[src/icaf_pkg.sv]
// ---------------------------------------------------------------------------
// icaf_pkg: shared types and constants of the attitude filter
// Number formats, datapath operation codes, controller/datapath buses.
// ---------------------------------------------------------------------------
package icaf_pkg;

    // field widths
    localparam int SAMP_W      = 16;
    localparam int ANGLE_W     = 17;
    localparam int GAIN_W      = 16;
    localparam int PER_W       = 16;
    localparam int LSB_W       = 11;
    localparam int CFG_IDX_W   = 2;
    localparam int CFG_DATA_W  = 16;

    // fixed-point settings
    localparam int ANGLE_FRAC_BITS  = 8;
    localparam int INIT_SAMPLES_MAX = 5;
    localparam int CNT_W            = 4;
    localparam int SUM_W            = 20;
    localparam int EXT_W            = 24;   // unwrapped angle width
    localparam int HALF_TURN        = 180 * (2 ** ANGLE_FRAC_BITS);
    localparam int FULL_TURN        = 360 * (2 ** ANGLE_FRAC_BITS);
    localparam int WRAP_STEPS       = 6;    // greedy 360 removal, 2^5 .. 2^0

    // CORDIC
    localparam int CORDIC_STEPS    = 16;
    localparam int CORDIC_W        = 33;
    localparam int CORDIC_PRESHIFT = 14;
    localparam int Z_W             = 26;
    localparam int DEG180_Q16      = 11796480;
    localparam logic [Z_W-1:0] ATAN_TAB [CORDIC_STEPS] = '{
        26'd2949120, 26'd1740967, 26'd919879, 26'd466945,
        26'd234379,  26'd117304,  26'd58666,  26'd29335,
        26'd14668,   26'd7334,    26'd3667,   26'd1833,
        26'd917,     26'd458,     26'd229,    26'd115
    };

    // divider
    localparam int DIV_W     = 40;
    localparam int DVS_W     = 28;
    localparam int LSB_SCALE = 100000;

    // blend
    localparam int WGT_W     = 18;
    localparam int PROD_W    = WGT_W + EXT_W;
    localparam int BSUM_W    = PROD_W + 1;
    localparam int GAIN_ONE  = 65536;
    localparam int GAIN_HALF = 32768;

    // datapath phase counter
    localparam int PH_W          = 6;
    localparam int PH_ATAN_LAST  = CORDIC_STEPS + 1;
    localparam int PH_DIV_LAST   = DIV_W + 2;
    localparam int PH_WRAP_FIRST = 3;
    localparam int PH_WRAP_LAST  = PH_WRAP_FIRST + WRAP_STEPS;

    // register reset values
    localparam logic [GAIN_W-1:0] GAIN_RST   = 16'd52429;
    localparam logic [PER_W-1:0]  PERIOD_RST = 16'd5000;
    localparam logic [LSB_W-1:0]  LSB_RST    = 11'd164;

    typedef enum logic [CFG_IDX_W-1:0] {
        CFG_BLEND_GAIN = 2'd0,
        CFG_PERIOD     = 2'd1,
        CFG_GYRO_LSB   = 2'd2
    } t_cfg_idx;

    typedef enum logic [3:0] {
        OP_ATAN_R,
        OP_ATAN_P,
        OP_ACCUM,
        OP_INIT_R,
        OP_INIT_P,
        OP_INIT_FIN,
        OP_GYRO_X,
        OP_GYRO_Y,
        OP_GYRO_Z,
        OP_BLEND_R,
        OP_BLEND_P,
        OP_WRAP_Y
    } t_dp_op;

    typedef struct packed {
        logic   load;
        logic   start;
        t_dp_op op;
        logic   capture;
    } t_dp_cmd;

    typedef struct packed {
        logic busy;
        logic done;
        logic operation;
        logic sample_ok;
        logic init_pending;
        logic count_zero;
        logic count_room;
    } t_dp_sts;

endpackage

[src/icaf_if.sv]
// ---------------------------------------------------------------------------
// icaf interfaces: sample, result and configuration channels
// Valid/ready channels; an item moves when both are high at a clock edge.
// ---------------------------------------------------------------------------
interface icaf_sample_if import icaf_pkg::*; ();
    logic                     valid;
    logic                     ready;
    logic                     operation;
    logic                     sample_ok;
    logic signed [SAMP_W-1:0] accel_x;
    logic signed [SAMP_W-1:0] accel_y;
    logic signed [SAMP_W-1:0] accel_z;
    logic signed [SAMP_W-1:0] gyro_x;
    logic signed [SAMP_W-1:0] gyro_y;
    logic signed [SAMP_W-1:0] gyro_z;

    modport source (output valid, operation, sample_ok, accel_x, accel_y, accel_z,
                    gyro_x, gyro_y, gyro_z, input ready);
    modport sink   (input valid, operation, sample_ok, accel_x, accel_y, accel_z,
                    gyro_x, gyro_y, gyro_z, output ready);
endinterface

interface icaf_result_if import icaf_pkg::*; ();
    logic                      valid;
    logic                      ready;
    logic signed [ANGLE_W-1:0] roll_angle;
    logic signed [ANGLE_W-1:0] pitch_angle;
    logic signed [ANGLE_W-1:0] yaw_angle;

    modport source (output valid, roll_angle, pitch_angle, yaw_angle, input ready);
    modport sink   (input valid, roll_angle, pitch_angle, yaw_angle, output ready);
endinterface

interface icaf_cfg_if import icaf_pkg::*; ();
    logic                  valid;
    logic                  ready;
    logic [CFG_IDX_W-1:0]  index;
    logic [CFG_DATA_W-1:0] data;

    modport source (output valid, index, data, input ready);
    modport sink   (input valid, index, data, output ready);
endinterface

[src/imu_complementary_attitude_filter.sv]
// ---------------------------------------------------------------------------
// imu_complementary_attitude_filter: roll/pitch/yaw complementary filter
//
//   channel   dir  handshake      payload
//   i_sample  in   valid/ready    operation, sample_ok, accel_x/y/z, gyro_x/y/z
//   o_result  out  valid/ready    roll_angle, pitch_angle, yaw_angle
//   i_cfg     in   valid/ready    index, data (ready always high)
//
// One item at a time. A good init sample runs two CORDIC passes, and a good
// update runs the divider (40 restoring steps) once per gyro axis; the first
// update adds two more divider runs and a finish. Synchronous active-low
// reset; no clearing pass. The result waits in an output register, and the
// next item is taken while it waits.
// ---------------------------------------------------------------------------
module imu_complementary_attitude_filter import icaf_pkg::*; (
    input  logic           i_clk,
    input  logic           i_rst_n,
    icaf_sample_if.sink    i_sample,
    icaf_result_if.source  o_result,
    icaf_cfg_if.sink       i_cfg
);

    t_dp_cmd cmd;
    t_dp_sts sts;
    logic    in_ready;
    logic    out_valid;

    assign i_cfg.ready    = 1'b1;
    assign i_sample.ready = in_ready;
    assign o_result.valid = out_valid;

    icaf_ctrl u_ctrl (
        .i_clk       (i_clk),
        .i_rst_n     (i_rst_n),
        .i_in_valid  (i_sample.valid),
        .o_in_ready  (in_ready),
        .o_out_valid (out_valid),
        .i_out_ready (o_result.ready),
        .o_cmd       (cmd),
        .i_sts       (sts)
    );

    icaf_dp u_dp (
        .i_clk       (i_clk),
        .i_rst_n     (i_rst_n),
        .i_cmd       (cmd),
        .o_sts       (sts),
        .i_operation (i_sample.operation),
        .i_sample_ok (i_sample.sample_ok),
        .i_accel_x   (i_sample.accel_x),
        .i_accel_y   (i_sample.accel_y),
        .i_accel_z   (i_sample.accel_z),
        .i_gyro_x    (i_sample.gyro_x),
        .i_gyro_y    (i_sample.gyro_y),
        .i_gyro_z    (i_sample.gyro_z),
        .i_cfg_we    (i_cfg.valid),
        .i_cfg_idx   (i_cfg.index),
        .i_cfg_data  (i_cfg.data),
        .o_roll      (o_result.roll_angle),
        .o_pitch     (o_result.pitch_angle),
        .o_yaw       (o_result.yaw_angle)
    );

`ifndef SYNTH
    // only one item in flight
    a_one_item: assert property (@(posedge i_clk) disable iff (!i_rst_n)
        (i_sample.valid && i_sample.ready) |=> !i_sample.ready)
        else $error("sample taken while an item is in flight");

    // controller never starts an operation over a running one
    a_no_overlap: assert property (@(posedge i_clk) disable iff (!i_rst_n)
        cmd.start |-> !sts.busy)
        else $error("datapath operation started while busy");

    // delivered yaw stays within the wrapped band
    a_yaw_band: assert property (@(posedge i_clk) disable iff (!i_rst_n)
        o_result.valid |-> ($signed(o_result.yaw_angle) <= HALF_TURN) &&
                           ($signed(o_result.yaw_angle) >= -HALF_TURN))
        else $error("yaw outside plus or minus 180 degrees");
`endif

endmodule

[src/icaf_dp.sv]
// ---------------------------------------------------------------------------
// icaf_dp: attitude filter datapath
// Config registers, sample latch, filter state, iterative CORDIC, restoring
// divider, blend multiplier and angle wrap, run one operation at a time.
// ---------------------------------------------------------------------------
module icaf_dp import icaf_pkg::*; (
    input  logic                      i_clk,
    input  logic                      i_rst_n,
    input  t_dp_cmd                   i_cmd,
    output t_dp_sts                   o_sts,
    input  logic                      i_operation,
    input  logic                      i_sample_ok,
    input  logic signed [SAMP_W-1:0]  i_accel_x,
    input  logic signed [SAMP_W-1:0]  i_accel_y,
    input  logic signed [SAMP_W-1:0]  i_accel_z,
    input  logic signed [SAMP_W-1:0]  i_gyro_x,
    input  logic signed [SAMP_W-1:0]  i_gyro_y,
    input  logic signed [SAMP_W-1:0]  i_gyro_z,
    input  logic                      i_cfg_we,
    input  logic [CFG_IDX_W-1:0]      i_cfg_idx,
    input  logic [CFG_DATA_W-1:0]     i_cfg_data,
    output logic signed [ANGLE_W-1:0] o_roll,
    output logic signed [ANGLE_W-1:0] o_pitch,
    output logic signed [ANGLE_W-1:0] o_yaw
);

    // config registers
    logic [GAIN_W-1:0] r_gain;
    logic [PER_W-1:0]  r_period;
    logic [LSB_W-1:0]  r_lsb;

    // latched sample
    logic                     r_op, r_ok;
    logic signed [SAMP_W-1:0] r_ax, r_ay, r_az, r_gx, r_gy, r_gz;

    // filter state
    logic signed [ANGLE_W-1:0] r_roll, r_pitch, r_yaw;
    logic signed [SUM_W-1:0]   r_sum_r, r_sum_p;
    logic [CNT_W-1:0]          r_count;
    logic                      r_pending;

    // sequencing
    logic            r_busy;
    t_dp_op          r_cur;
    logic [PH_W-1:0] r_cnt;
    logic [PH_W-1:0] ph_last;
    logic            done;

    // CORDIC
    logic signed [CORDIC_W-1:0] r_cx, r_cy;
    logic signed [Z_W-1:0]      r_cz;
    logic                       r_zero;
    logic signed [ANGLE_W-1:0]  r_ar, r_ap;

    // divider
    logic [DIV_W-1:0] r_mag, r_quo;
    logic [DVS_W-1:0] r_dv, r_rem;
    logic             r_neg;

    // gyro-advanced angles and blend
    logic signed [EXT_W-1:0]  r_rg, r_pg, r_yg;
    logic signed [PROD_W-1:0] r_m1, r_m2;
    logic signed [EXT_W-1:0]  r_wv;

    logic signed [ANGLE_W-1:0] r_out_roll, r_out_pitch, r_out_yaw;

    // combinational helpers
    logic signed [SAMP_W:0]     y_src, x_src;
    logic signed [CORDIC_W-1:0] x_init, y_init, xs, ys;
    logic [3:0]                 c_idx;
    logic signed [Z_W-1:0]      z_rnd;
    logic signed [ANGLE_W:0]    z_w, z_fix;
    logic signed [SAMP_W-1:0]   g_sel;
    logic [SAMP_W-1:0]          g_mag;
    logic [LSB_W-1:0]           lsb_eff;
    logic [DVS_W-1:0]           d_gyro;
    logic [PER_W+SAMP_W-1:0]    g_prod;
    logic signed [SUM_W-1:0]    sum_sel;
    logic [SUM_W-1:0]           sum_mag;
    logic [DVS_W:0]             trial;
    logic                       ge;
    logic [EXT_W-1:0]           q_lo;
    logic signed [EXT_W-1:0]    q_sgn;
    logic signed [ANGLE_W-1:0]  est_sel;
    logic signed [EXT_W-1:0]    gyro_ang, acc_ang;
    logic signed [WGT_W-1:0]    w_gyro, w_acc;
    logic signed [BSUM_W-1:0]   bsum;
    logic [2:0]                 w_k;
    logic signed [EXT_W:0]      wv_e, w_step, t_dn, t_up, w_fin;
    logic                       is_gyro;

    // phase count of the running operation
    always_comb begin
        unique case (r_cur)
            OP_ATAN_R, OP_ATAN_P:                            ph_last = PH_W'(PH_ATAN_LAST);
            OP_INIT_R, OP_INIT_P,
            OP_GYRO_X, OP_GYRO_Y, OP_GYRO_Z:                 ph_last = PH_W'(PH_DIV_LAST);
            OP_BLEND_R, OP_BLEND_P, OP_WRAP_Y:               ph_last = PH_W'(PH_WRAP_LAST);
            default:                                         ph_last = '0;
        endcase
    end

    assign done = r_busy && (r_cnt == ph_last);

    // CORDIC operands and rounding
    always_comb begin
        y_src  = (r_cur == OP_ATAN_R) ? {r_ay[SAMP_W-1], r_ay} : -{r_ax[SAMP_W-1], r_ax};
        x_src  = {r_az[SAMP_W-1], r_az};
        x_init = {{(CORDIC_W-SAMP_W-1-CORDIC_PRESHIFT){x_src[SAMP_W]}}, x_src,
                  {CORDIC_PRESHIFT{1'b0}}};
        y_init = {{(CORDIC_W-SAMP_W-1-CORDIC_PRESHIFT){y_src[SAMP_W]}}, y_src,
                  {CORDIC_PRESHIFT{1'b0}}};
        c_idx  = 4'(r_cnt - PH_W'(1));
        xs     = r_cx >>> c_idx;
        ys     = r_cy >>> c_idx;
        z_rnd  = (r_cz + Z_W'(2 ** (15 - ANGLE_FRAC_BITS))) >>> (16 - ANGLE_FRAC_BITS);
        z_w    = z_rnd[ANGLE_W:0];
        if (z_w > HALF_TURN) begin
            z_fix = (ANGLE_W+1)'(z_w - FULL_TURN);
        end else if (z_w < -HALF_TURN) begin
            z_fix = (ANGLE_W+1)'(z_w + FULL_TURN);
        end else begin
            z_fix = z_w;
        end
    end

    // divider operands
    always_comb begin
        is_gyro = (r_cur == OP_GYRO_X) || (r_cur == OP_GYRO_Y) || (r_cur == OP_GYRO_Z);
        case (r_cur)
            OP_GYRO_X: begin g_sel = r_gx; est_sel = r_roll;  end
            OP_GYRO_Y: begin g_sel = r_gy; est_sel = r_pitch; end
            default:   begin g_sel = r_gz; est_sel = r_yaw;   end
        endcase
        g_mag   = g_sel[SAMP_W-1] ? SAMP_W'(-g_sel) : g_sel;
        lsb_eff = (r_lsb == '0) ? LSB_W'(1) : r_lsb;
        d_gyro  = DVS_W'(lsb_eff * LSB_SCALE);
        g_prod  = g_mag * r_period;
        sum_sel = (r_cur == OP_INIT_R) ? r_sum_r : r_sum_p;
        sum_mag = sum_sel[SUM_W-1] ? SUM_W'(-sum_sel) : sum_sel;
        trial   = {r_rem, r_mag[DIV_W-1]};
        ge      = trial >= {1'b0, r_dv};
        q_lo    = r_quo[EXT_W-1:0];
        q_sgn   = r_neg ? EXT_W'(-q_lo) : q_lo;
    end

    // blend and wrap
    always_comb begin
        gyro_ang = (r_cur == OP_BLEND_R) ? r_rg : r_pg;
        acc_ang  = (r_cur == OP_BLEND_R) ? EXT_W'(r_ar) : EXT_W'(r_ap);
        w_gyro   = WGT_W'({1'b0, r_gain});
        w_acc    = WGT_W'(GAIN_ONE) - w_gyro;
        bsum     = BSUM_W'(r_m1) + BSUM_W'(r_m2) + BSUM_W'(GAIN_HALF);
        w_k      = 3'(PH_W'(PH_WRAP_LAST - 1) - r_cnt);
        wv_e     = (EXT_W+1)'(r_wv);
        w_step   = (EXT_W+1)'(FULL_TURN) <<< w_k;
        t_dn     = wv_e - w_step;
        t_up     = wv_e + w_step;
        if (wv_e > HALF_TURN) begin
            w_fin = (EXT_W+1)'(wv_e - FULL_TURN);
        end else if (wv_e < -HALF_TURN) begin
            w_fin = (EXT_W+1)'(wv_e + FULL_TURN);
        end else begin
            w_fin = wv_e;
        end
    end

    // config writes
    always_ff @(posedge i_clk) begin
        if (!i_rst_n) begin
            r_gain   <= GAIN_RST;
            r_period <= PERIOD_RST;
            r_lsb    <= LSB_RST;
        end else if (i_cfg_we) begin
            case (i_cfg_idx)
                CFG_BLEND_GAIN: r_gain   <= i_cfg_data[GAIN_W-1:0];
                CFG_PERIOD:     r_period <= i_cfg_data[PER_W-1:0];
                CFG_GYRO_LSB:   r_lsb    <= i_cfg_data[LSB_W-1:0];
                default:        ;
            endcase
        end
    end

    // sample latch and output capture
    always_ff @(posedge i_clk) begin
        if (i_cmd.load) begin
            r_op <= i_operation;
            r_ok <= i_sample_ok;
            r_ax <= i_accel_x;
            r_ay <= i_accel_y;
            r_az <= i_accel_z;
            r_gx <= i_gyro_x;
            r_gy <= i_gyro_y;
            r_gz <= i_gyro_z;
        end
        if (i_cmd.capture) begin
            r_out_roll  <= r_roll;
            r_out_pitch <= r_pitch;
            r_out_yaw   <= r_yaw;
        end
    end

    // operation sequencing and filter state
    always_ff @(posedge i_clk) begin
        if (!i_rst_n) begin
            r_busy    <= 1'b0;
            r_cur     <= OP_ACCUM;
            r_cnt     <= '0;
            r_roll    <= '0;
            r_pitch   <= '0;
            r_yaw     <= '0;
            r_sum_r   <= '0;
            r_sum_p   <= '0;
            r_count   <= '0;
            r_pending <= 1'b1;
        end else begin
            if (i_cmd.start) begin
                r_busy <= 1'b1;
                r_cur  <= i_cmd.op;
                r_cnt  <= '0;
            end else if (r_busy) begin
                if (done) begin
                    r_busy <= 1'b0;
                end else begin
                    r_cnt <= r_cnt + PH_W'(1);
                end
                case (r_cur)
                    OP_ATAN_R, OP_ATAN_P: begin
                        if (r_cnt == '0) begin
                            r_zero <= (x_src == '0) && (y_src == '0);
                            if (x_src < 0) begin
                                r_cx <= -x_init;
                                r_cy <= -y_init;
                                r_cz <= (y_src >= 0) ? Z_W'(DEG180_Q16) : Z_W'(-DEG180_Q16);
                            end else begin
                                r_cx <= x_init;
                                r_cy <= y_init;
                                r_cz <= '0;
                            end
                        end else if (r_cnt < PH_W'(PH_ATAN_LAST)) begin
                            if (r_cy > 0) begin
                                r_cx <= r_cx + ys;
                                r_cy <= r_cy - xs;
                                r_cz <= r_cz + $signed(ATAN_TAB[c_idx]);
                            end else begin
                                r_cx <= r_cx - ys;
                                r_cy <= r_cy + xs;
                                r_cz <= r_cz - $signed(ATAN_TAB[c_idx]);
                            end
                        end else if (r_cur == OP_ATAN_R) begin
                            r_ar <= r_zero ? '0 : z_fix[ANGLE_W-1:0];
                        end else begin
                            r_ap <= r_zero ? '0 : z_fix[ANGLE_W-1:0];
                        end
                    end
                    OP_ACCUM: begin
                        r_sum_r <= r_sum_r + SUM_W'(r_ar);
                        r_sum_p <= r_sum_p + SUM_W'(r_ap);
                        r_count <= r_count + CNT_W'(1);
                    end
                    OP_INIT_FIN: begin
                        if (r_count == '0) begin
                            r_roll  <= '0;
                            r_pitch <= '0;
                        end
                        r_yaw     <= '0;
                        r_sum_r   <= '0;
                        r_sum_p   <= '0;
                        r_count   <= '0;
                        r_pending <= 1'b0;
                    end
                    OP_INIT_R, OP_INIT_P, OP_GYRO_X, OP_GYRO_Y, OP_GYRO_Z: begin
                        if (r_cnt == '0) begin
                            if (is_gyro) begin
                                r_mag <= DIV_W'(g_prod);
                                r_dv  <= d_gyro;
                                r_neg <= g_sel[SAMP_W-1];
                            end else begin
                                r_mag <= DIV_W'(sum_mag);
                                r_dv  <= DVS_W'(r_count);
                                r_neg <= sum_sel[SUM_W-1];
                            end
                        end else if (r_cnt == PH_W'(1)) begin
                            r_rem <= '0;
                            r_quo <= '0;
                            if (is_gyro) begin
                                r_mag <= (r_mag << ANGLE_FRAC_BITS) + DIV_W'(r_dv >> 1);
                            end else begin
                                r_mag <= r_mag + DIV_W'(r_dv >> 1);
                            end
                        end else if (r_cnt < PH_W'(PH_DIV_LAST)) begin
                            // one restoring quotient bit a cycle
                            r_mag <= r_mag << 1;
                            r_quo <= {r_quo[DIV_W-2:0], ge};
                            r_rem <= ge ? DVS_W'(trial - {1'b0, r_dv}) : DVS_W'(trial);
                        end else begin
                            case (r_cur)
                                OP_INIT_R: r_roll  <= q_sgn[ANGLE_W-1:0];
                                OP_INIT_P: r_pitch <= q_sgn[ANGLE_W-1:0];
                                OP_GYRO_X: r_rg    <= EXT_W'(est_sel) + q_sgn;
                                OP_GYRO_Y: r_pg    <= EXT_W'(est_sel) + q_sgn;
                                default:   r_yg    <= EXT_W'(est_sel) + q_sgn;
                            endcase
                        end
                    end
                    OP_BLEND_R, OP_BLEND_P, OP_WRAP_Y: begin
                        if (r_cnt == '0) begin
                            r_m1 <= w_gyro * gyro_ang;
                        end else if (r_cnt == PH_W'(1)) begin
                            r_m2 <= w_acc * acc_ang;
                        end else if (r_cnt == PH_W'(2)) begin
                            r_wv <= (r_cur == OP_WRAP_Y) ? r_yg : bsum[16 +: EXT_W];
                        end else if (r_cnt < PH_W'(PH_WRAP_LAST)) begin
                            // remove 2^k full turns while still above the band, add them while still below
                            if (wv_e > HALF_TURN) begin
                                if (t_dn > HALF_TURN) r_wv <= t_dn[EXT_W-1:0];
                            end else if (wv_e < -HALF_TURN) begin
                                if (t_up < -HALF_TURN) r_wv <= t_up[EXT_W-1:0];
                            end
                        end else begin
                            case (r_cur)
                                OP_BLEND_R: r_roll  <= w_fin[ANGLE_W-1:0];
                                OP_BLEND_P: r_pitch <= w_fin[ANGLE_W-1:0];
                                default:    r_yaw   <= w_fin[ANGLE_W-1:0];
                            endcase
                        end
                    end
                    default: ;
                endcase
            end
        end
    end

    assign o_sts.busy         = r_busy;
    assign o_sts.done         = done;
    assign o_sts.operation    = r_op;
    assign o_sts.sample_ok    = r_ok;
    assign o_sts.init_pending = r_pending;
    assign o_sts.count_zero   = (r_count == '0);
    assign o_sts.count_room   = (r_count < CNT_W'(INIT_SAMPLES_MAX));

    assign o_roll  = r_out_roll;
    assign o_pitch = r_out_pitch;
    assign o_yaw   = r_out_yaw;

endmodule

[src/icaf_ctrl.sv]
// ---------------------------------------------------------------------------
// icaf_ctrl: attitude filter controller
// Walks the datapath through the operations of one item and owns the
// input ready and result valid handshakes.
// ---------------------------------------------------------------------------
module icaf_ctrl import icaf_pkg::*; (
    input  logic    i_clk,
    input  logic    i_rst_n,
    input  logic    i_in_valid,
    output logic    o_in_ready,
    output logic    o_out_valid,
    input  logic    i_out_ready,
    output t_dp_cmd o_cmd,
    input  t_dp_sts i_sts
);

    typedef enum logic [3:0] {
        S_IDLE, S_DECIDE, S_ATAN_R, S_ATAN_P, S_ACCUM, S_INIT_R, S_INIT_P,
        S_INIT_FIN, S_GYRO_X, S_GYRO_Y, S_GYRO_Z, S_BLEND_R, S_BLEND_P,
        S_WRAP_Y, S_OUT
    } t_state;

    t_state r_state, n_state;
    logic   r_issued;
    logic   r_out_valid;
    logic   is_op;
    t_dp_op op;
    logic   capture;

    // operation issued by each working state
    always_comb begin
        is_op = 1'b1;
        unique case (r_state)
            S_ATAN_R:   op = OP_ATAN_R;
            S_ATAN_P:   op = OP_ATAN_P;
            S_ACCUM:    op = OP_ACCUM;
            S_INIT_R:   op = OP_INIT_R;
            S_INIT_P:   op = OP_INIT_P;
            S_INIT_FIN: op = OP_INIT_FIN;
            S_GYRO_X:   op = OP_GYRO_X;
            S_GYRO_Y:   op = OP_GYRO_Y;
            S_GYRO_Z:   op = OP_GYRO_Z;
            S_BLEND_R:  op = OP_BLEND_R;
            S_BLEND_P:  op = OP_BLEND_P;
            S_WRAP_Y:   op = OP_WRAP_Y;
            default: begin
                op    = OP_ACCUM;
                is_op = 1'b0;
            end
        endcase
    end

    assign capture = (r_state == S_OUT) && (!r_out_valid || i_out_ready);

    // next state
    always_comb begin
        n_state = r_state;
        unique case (r_state)
            S_IDLE:     if (i_in_valid) n_state = S_DECIDE;
            S_DECIDE: begin
                if (!i_sts.operation) begin
                    n_state = (i_sts.sample_ok && i_sts.init_pending && i_sts.count_room)
                            ? S_ATAN_R : S_OUT;
                end else if (i_sts.init_pending) begin
                    n_state = i_sts.count_zero ? S_INIT_FIN : S_INIT_R;
                end else begin
                    n_state = i_sts.sample_ok ? S_GYRO_X : S_OUT;
                end
            end
            S_ATAN_R:   if (i_sts.done) n_state = S_ATAN_P;
            S_ATAN_P:   if (i_sts.done) n_state = i_sts.operation ? S_BLEND_R : S_ACCUM;
            S_ACCUM:    if (i_sts.done) n_state = S_OUT;
            S_INIT_R:   if (i_sts.done) n_state = S_INIT_P;
            S_INIT_P:   if (i_sts.done) n_state = S_INIT_FIN;
            S_INIT_FIN: if (i_sts.done) n_state = i_sts.sample_ok ? S_GYRO_X : S_OUT;
            S_GYRO_X:   if (i_sts.done) n_state = S_GYRO_Y;
            S_GYRO_Y:   if (i_sts.done) n_state = S_GYRO_Z;
            S_GYRO_Z:   if (i_sts.done) n_state = S_ATAN_R;
            S_BLEND_R:  if (i_sts.done) n_state = S_BLEND_P;
            S_BLEND_P:  if (i_sts.done) n_state = S_WRAP_Y;
            S_WRAP_Y:   if (i_sts.done) n_state = S_OUT;
            S_OUT:      if (capture) n_state = S_IDLE;
            default:    n_state = S_IDLE;
        endcase
    end

    // state, issue flag and result valid
    always_ff @(posedge i_clk) begin
        if (!i_rst_n) begin
            r_state     <= S_IDLE;
            r_issued    <= 1'b0;
            r_out_valid <= 1'b0;
        end else begin
            r_state <= n_state;
            if (i_sts.done) begin
                r_issued <= 1'b0;
            end else if (o_cmd.start) begin
                r_issued <= 1'b1;
            end
            if (capture) begin
                r_out_valid <= 1'b1;
            end else if (i_out_ready) begin
                r_out_valid <= 1'b0;
            end
        end
    end

    assign o_in_ready    = (r_state == S_IDLE);
    assign o_out_valid   = r_out_valid;
    assign o_cmd.load    = i_in_valid && o_in_ready;
    assign o_cmd.start   = is_op && !r_issued;
    assign o_cmd.op      = op;
    assign o_cmd.capture = capture;

endmodule
[src/flat_wrapper.sv]
// flat-port wrapper written by rule: the top's interface ports become plain ports
module imu_complementary_attitude_filter_flat import icaf_pkg::*;
  (i_clk, i_rst_n, i_sample_valid, i_sample_operation, i_sample_sample_ok, i_sample_accel_x, i_sample_accel_y, i_sample_accel_z, i_sample_gyro_x, i_sample_gyro_y, i_sample_gyro_z, i_sample_ready, o_result_valid, o_result_roll_angle, o_result_pitch_angle, o_result_yaw_angle, o_result_ready, i_cfg_valid, i_cfg_index, i_cfg_data, i_cfg_ready);
  icaf_sample_if i_sample_i ();
  icaf_result_if o_result_i ();
  icaf_cfg_if i_cfg_i ();
  input  logic i_clk;
  input  logic i_rst_n;
  input wire logic [$bits(i_sample_i.valid)-1:0] i_sample_valid;
  input wire logic [$bits(i_sample_i.operation)-1:0] i_sample_operation;
  input wire logic [$bits(i_sample_i.sample_ok)-1:0] i_sample_sample_ok;
  input wire logic [$bits(i_sample_i.accel_x)-1:0] i_sample_accel_x;
  input wire logic [$bits(i_sample_i.accel_y)-1:0] i_sample_accel_y;
  input wire logic [$bits(i_sample_i.accel_z)-1:0] i_sample_accel_z;
  input wire logic [$bits(i_sample_i.gyro_x)-1:0] i_sample_gyro_x;
  input wire logic [$bits(i_sample_i.gyro_y)-1:0] i_sample_gyro_y;
  input wire logic [$bits(i_sample_i.gyro_z)-1:0] i_sample_gyro_z;
  output wire logic [$bits(i_sample_i.ready)-1:0] i_sample_ready;
  output wire logic [$bits(o_result_i.valid)-1:0] o_result_valid;
  output wire logic [$bits(o_result_i.roll_angle)-1:0] o_result_roll_angle;
  output wire logic [$bits(o_result_i.pitch_angle)-1:0] o_result_pitch_angle;
  output wire logic [$bits(o_result_i.yaw_angle)-1:0] o_result_yaw_angle;
  input wire logic [$bits(o_result_i.ready)-1:0] o_result_ready;
  input wire logic [$bits(i_cfg_i.valid)-1:0] i_cfg_valid;
  input wire logic [$bits(i_cfg_i.index)-1:0] i_cfg_index;
  input wire logic [$bits(i_cfg_i.data)-1:0] i_cfg_data;
  output wire logic [$bits(i_cfg_i.ready)-1:0] i_cfg_ready;
  assign i_sample_i.valid = i_sample_valid;
  assign i_sample_i.operation = i_sample_operation;
  assign i_sample_i.sample_ok = i_sample_sample_ok;
  assign i_sample_i.accel_x = i_sample_accel_x;
  assign i_sample_i.accel_y = i_sample_accel_y;
  assign i_sample_i.accel_z = i_sample_accel_z;
  assign i_sample_i.gyro_x = i_sample_gyro_x;
  assign i_sample_i.gyro_y = i_sample_gyro_y;
  assign i_sample_i.gyro_z = i_sample_gyro_z;
  assign i_sample_ready = i_sample_i.ready;
  assign o_result_valid = o_result_i.valid;
  assign o_result_roll_angle = o_result_i.roll_angle;
  assign o_result_pitch_angle = o_result_i.pitch_angle;
  assign o_result_yaw_angle = o_result_i.yaw_angle;
  assign o_result_i.ready = o_result_ready;
  assign i_cfg_i.valid = i_cfg_valid;
  assign i_cfg_i.index = i_cfg_index;
  assign i_cfg_i.data = i_cfg_data;
  assign i_cfg_ready = i_cfg_i.ready;
  imu_complementary_attitude_filter u_core (.i_clk(i_clk), .i_rst_n(i_rst_n), .i_sample(i_sample_i), .o_result(o_result_i), .i_cfg(i_cfg_i));
endmodule
[config.mk]
export PLATFORM = sky130hd
export DESIGN_NAME = imu_complementary_attitude_filter_flat
export DESIGN_NICKNAME = d
export VERILOG_FILES = /design/src/icaf_pkg.sv /design/src/icaf_if.sv /design/src/imu_complementary_attitude_filter.sv /design/src/icaf_dp.sv /design/src/icaf_ctrl.sv /design/src/flat_wrapper.sv
export SDC_FILE = /design/constraint.sdc
export NUM_CORES = 2
export LEC_CHECK = 0
export ABC_CLOCK_PERIOD_IN_PS = 24100
export BUFFER_PORTS_ARGS = -buffer_cell sky130_fd_sc_hd__buf_4
export CORE_MARGIN = 5
export CORE_UTILIZATION = 65
export CTS_BUF_LIST = sky130_fd_sc_hd__clkbuf_8
export CTS_CLUSTER_DIAMETER = 100
export DETAILED_ROUTE_END_ITERATION = 12
export HOLD_SLACK_MARGIN = 0.05
export PLACE_DENSITY = 0.84
export REMOVE_ABC_BUFFERS = 1
export SLEW_MARGIN = 20
export SYNTH_ARGS = -nofsm -noshare
export SYNTH_HDL_FRONTEND = slang
export SYNTH_SLANG_ARGS = --single-unit
[constraint.sdc]
create_clock -name i_clk -period 24.1 [get_ports i_clk]
set_input_delay 1.205 -clock i_clk [delete_from_list [all_inputs] [get_ports i_clk]]
set_output_delay 1.205 -clock i_clk [all_outputs]
set_load 0.05 [all_outputs]
==> results.md <==
- The overflow left after global routing is 0.
- The filler cell count in the final layout is 9,833.
- The total number of nets in the final design is 11,100.
- Routability-driven placement finished with a final weighted congestion of 1.02.
- The x dimension of the die is 374 um.
- Counting flops with an async set or reset pin after synthesis yields a share of 0%.
- For flop-to-flop paths, the worst setup slack is 13,430 ps.
- The number of rows in the core area is 133.
- The worst slew slack as a fraction of its limit is 24.5%.
- Derived from the worst setup path, the maximum achievable clock frequency is 93.7 MHz.
- After the first detailed-routing iteration, the DRC count stood at 7,729.
- The final total negative setup slack is 0 ps.
- The number of enable flip-flop cells after synthesis is 572.
- Once the clock tree was built, the setup fixing pass inserted 0 buffers.
- Once the clock tree was built, the resizer swapped 0 gates to a different size.
- The worst setup path is launched from a register.
- The vertical die dimension is 374 um.
- Clock tree synthesis found a total of 732 sinks.
- The largest stage delay on the critical path is 880 ps.
- The post-route clock skew is 75.4 ps.
- The number of global-route vias before repair is 71,800.
- After synthesis the netlist holds a flip-flop and latch count of 732.
- The setup path with the least slack is of type register to register.
- The number of buffers created by CTS is 134.
- The total standard cell area after synthesis is 86,200 um^2.
- The worst endpoint data arrival time is 11,290 ps.
- After layout, the worst path uses 44.3% of the clock period.
- Setup repair after global routing left no endpoint under its margin.
- The wire length of the first global-routing pass is 398 mm.
- The area of the core region is 132,000 um^2.
- The initial antenna violation count is 12.
- The share of post-route cells with drive strength above 1 is 7.62%.
- For this run, design rule violations remaining after detail routing come to 0.
- The area added between synthesis and finish is 6.73%.
- The routed length per placed instance is 22.7 um.
- The setup-violating endpoint count in the final report is 0.
- The placed wire-length estimate after detailed placement is 198 mm.
- A synthesized cell averages 9.30 um^2.
- The tool flagged a number of max-cap violations equal to 0.
- The beginning of the worst register-to-register path is u_core.u_dp.r_cur[2].
- The storage element area is 20,400 um^2.
- The global-route total usage across every layer is 35.9%.
- The routed layout has 70,700 vias.
- The initial utilization of the core area, before any placement, comes to 65.5%.
- Entering global routing, the biggest net connects 81 pins.
- The clock tree from TritonCTS is yes.
- The time the final worst path needs with I/O delays and setup is 10,670 ps.
- The sequential-to-total area share from yosys stat is 23.6%.
- The number of library cell types mapped by synthesis is 98.
- The hold violation count in the final report is 0.
- The endpoint identified for the worst register-to-register timing path is u_core.u_dp.r_mag[30].
- In the final layout, the multi-input gates occupy 59,800 um^2.
- In this run the clock root is driven by a sky130_fd_sc_hd__clkbuf_8.
- The largest fanout of any net on the critical path is 39.
- The startpoint of the most critical hold path is u_core.u_dp.r_roll[8].
- In this design, the critical path's most frequently occurring cell is sky130_fd_sc_hd__fa_1.
- Wires add up to 254 mm.
- The count of warnings emitted by yosys is 0.
- The remaining number of nets flagged by the antenna check after routing is 0.
- The worst setup path is captured at a register.
- The H-tree was split into 4 levels.
- Counting instances, the worst hold path has a depth of 0.
- The most common cell after layout, fill and taps aside is sky130_fd_sc_hd__inv_1.
- The boundary pin count is 175.
- In the synthesized netlist the dominant register cell turns out to be sky130_fd_sc_hd__edfxtp_1.
- The cell depth of the worst flop-to-flop path is 34.
- The number of buffers between clock root and the deepest sink is 3.
- At the pin with the least slew margin, the transition time is 1100 ps.
- The number of instances in the synthesized netlist is 9,275.
- The later-pin clock latency in the skew report is 920 ps.
- The total count of max-transition violations in the final report is 0.
- The library cells used most frequently in the layout, excluding fill and tap cells, are sky130_fd_sc_hd__inv_1 (1,283), sky130_fd_sc_hd__nand2_1 (1,036), sky130_fd_sc_hd__fa_1 (905), sky130_fd_sc_hd__ha_1 (722), sky130_fd_sc_hd__nor2_1 (660).
- The first detailed-routing pass took 7 iterations.
- The vias per cell is 6.32.
- The data required time at the worst endpoint is 24,720 ps.
- The run finished with clean final reports.
- The slowest cell on the critical path is sky130_fd_sc_hd__xor2_2.
- The die covers 140,000 um^2.
- The path with the worst hold slack has its endpoint at u_core.u_dp.o_roll[8].
- The tightest min-delay check is of the register to register type.
- Hold repair after CTS inserted 0 buffers.
- The count of port buffers added during placement is 173.
- The clock transition at the registers of the reported paths is 60 ps.
[layout make-up]
type | instances | area share [%]
multi-input cells | 6915 | 65.0
flip-flops and latches | 732 | 22.2
inverters | 1252 | 5.11
well taps | 1755 | 2.39
repair buffers | 278 | 2.31
clock buffers | 143 | 2.14
clock inverters | 100 | 0.859
diodes | 8 | 0.0218
[through the flow]
| stage | cells | worst slack [ps] | hold WS, ps | area (um^2) | util [%] |
|---|---|---|---|---|---|
| 6_report | 11200 | 13430 | 458 | 92000 | 69.9 |
| 5_1_grt | 11200 | 12980 | 429 | 92000 | 69.9 |
| 4_1_cts | 11200 | 13600 | 420 | 91900 | 69.8 |
| 2_1_floorplan | 8899 | 12710 | 424 | 84700 | - |
| 3_5_place_dp | 10900 | 13660 | 440 | 89200 | 67.7 |
| 3_3_place_gp | 10900 | 13670 | 441 | 89200 | 67.7 |
[layer usage]
layer  vias up  part of all wire (%)  GRT usage (%)
li1      31200                     -              -
met1     34500                    37           46.1
met2      4031                    45           56.5
met3       918                    11           8.99
met4         6                   6.4           19.4
met5         -                 0.015              0
[worst max path at each step]
stage,slack (ps),depth (start not counted),endpoint,start
after detailed placement,13660,34,u_core.u_dp.r_mag[30],u_core.u_dp.r_cur[2]
after global placement,13670,34,u_core.u_dp.r_mag[30],u_core.u_dp.r_cur[2]
after CTS,13600,34,u_core.u_dp.r_mag[30],u_core.u_dp.r_cur[2]
after floorplan,12710,22,u_core.u_dp.r_cx[32],u_core.u_dp.r_cnt[0]
final,13430,34,u_core.u_dp.r_mag[30],u_core.u_dp.r_cur[2]
after global routing,12980,34,u_core.u_dp.r_mag[30],u_core.u_dp.r_cur[2]
[cell families (layout without fill, tap and decap cells)]
| group | count (synthesis) | count (layout) | synth area share, % |
|---|---|---|---|
| AOI/OAI and AO/OA | 1638 | 1638 | 11.9 |
| xor gates and xnor gates | 578 | 578 | 5.89 |
| adders and majority gates | 1629 | 1629 | 31.5 |
| buffers and inverters | 1628 | 1773 | 7.20 |
| DFF | 732 | 732 | 23.6 |
| muxes | 319 | 319 | 4.95 |
| other | 1 | 9 | 0.00435 |
| and+or+nand+nor | 2750 | 2750 | 14.9 |
[state kept, by name, indices dropped and copies added (netlist names), 26 cells and up]
name               count
u_core.u_dp.r_cy      33
u_core.u_dp.r_m2      40
u_core.u_dp.r_cz      26
u_core.u_dp.r_mag     40
u_core.u_dp.r_dv      27
u_core.u_dp.r_cx      33
u_core.u_dp.r_m1      40
u_core.u_dp.r_rem     28
[critical path: cells and delay by family, from the launching register on]
| family | cells | cell delay (ps) |
|---|---|---|
| AO/OA/AOI/OAI | 10 | 2050 |
| XOR/XNOR | 1 | 880 |
| adder cells (fa/ha/maj) | 8 | 3630 |
| buffers and inverters | 7 | 1170 |
| flip-flops | 1 | 530 |
| AND/OR/NAND/NOR | 8 | 2080 |
[cell usage after synthesis, types with 15 or more instances]
cell type                  instances  area (um^2)
sky130_fd_sc_hd__and3_1           36          225
sky130_fd_sc_hd__inv_1          1248         4680
sky130_fd_sc_hd__nand2_1        1040         3900
sky130_fd_sc_hd__a211oi_1         99          743
sky130_fd_sc_hd__ha_1            724         9060
sky130_fd_sc_hd__nand2b_1         86          538
sky130_fd_sc_hd__a21o_1          143         1070
sky130_fd_sc_hd__edfxtp_1        572        17200
sky130_fd_sc_hd__xnor2_1         359         3140
sky130_fd_sc_hd__or2_2            23          144
sky130_fd_sc_hd__nor2b_1          77          482
sky130_fd_sc_hd__nand3_1         136          681
sky130_fd_sc_hd__or3_1            48          300
sky130_fd_sc_hd__a31oi_1          67          419
sky130_fd_sc_hd__and2_1          345         2160
sky130_fd_sc_hd__a22oi_1          46          345
sky130_fd_sc_hd__nor2_1          668         2510
sky130_fd_sc_hd__nor3_1          123          616
sky130_fd_sc_hd__buf_1            33          124
sky130_fd_sc_hd__mux4_2           79         1780
sky130_fd_sc_hd__o21ai_0         381         1910
sky130_fd_sc_hd__clkbuf_1        310         1160
sky130_fd_sc_hd__mux2_2           70          788
sky130_fd_sc_hd__o31a_1           15          131
sky130_fd_sc_hd__or4_1            19          143
sky130_fd_sc_hd__nand4_1          36          225
sky130_fd_sc_hd__mux2i_1         170         1700
sky130_fd_sc_hd__o21a_1           66          495
sky130_fd_sc_hd__o21bai_1         49          368
sky130_fd_sc_hd__xor2_1          218         1910
sky130_fd_sc_hd__a211o_1          18          158
sky130_fd_sc_hd__o41ai_1          15          131
sky130_fd_sc_hd__a21oi_1         498         2490
sky130_fd_sc_hd__o31ai_1          37          278
sky130_fd_sc_hd__buf_2            21          105
sky130_fd_sc_hd__o22ai_1          19          119
sky130_fd_sc_hd__fa_1            905        18100
sky130_fd_sc_hd__dfxtp_1         160         3200
sky130_fd_sc_hd__nor4_1           41          257
sky130_fd_sc_hd__o211ai_1         37          278
Power is left out: the tool's default activity adds up to more than one toggle a clock period on the data nets, which glitch-free logic cannot reach.
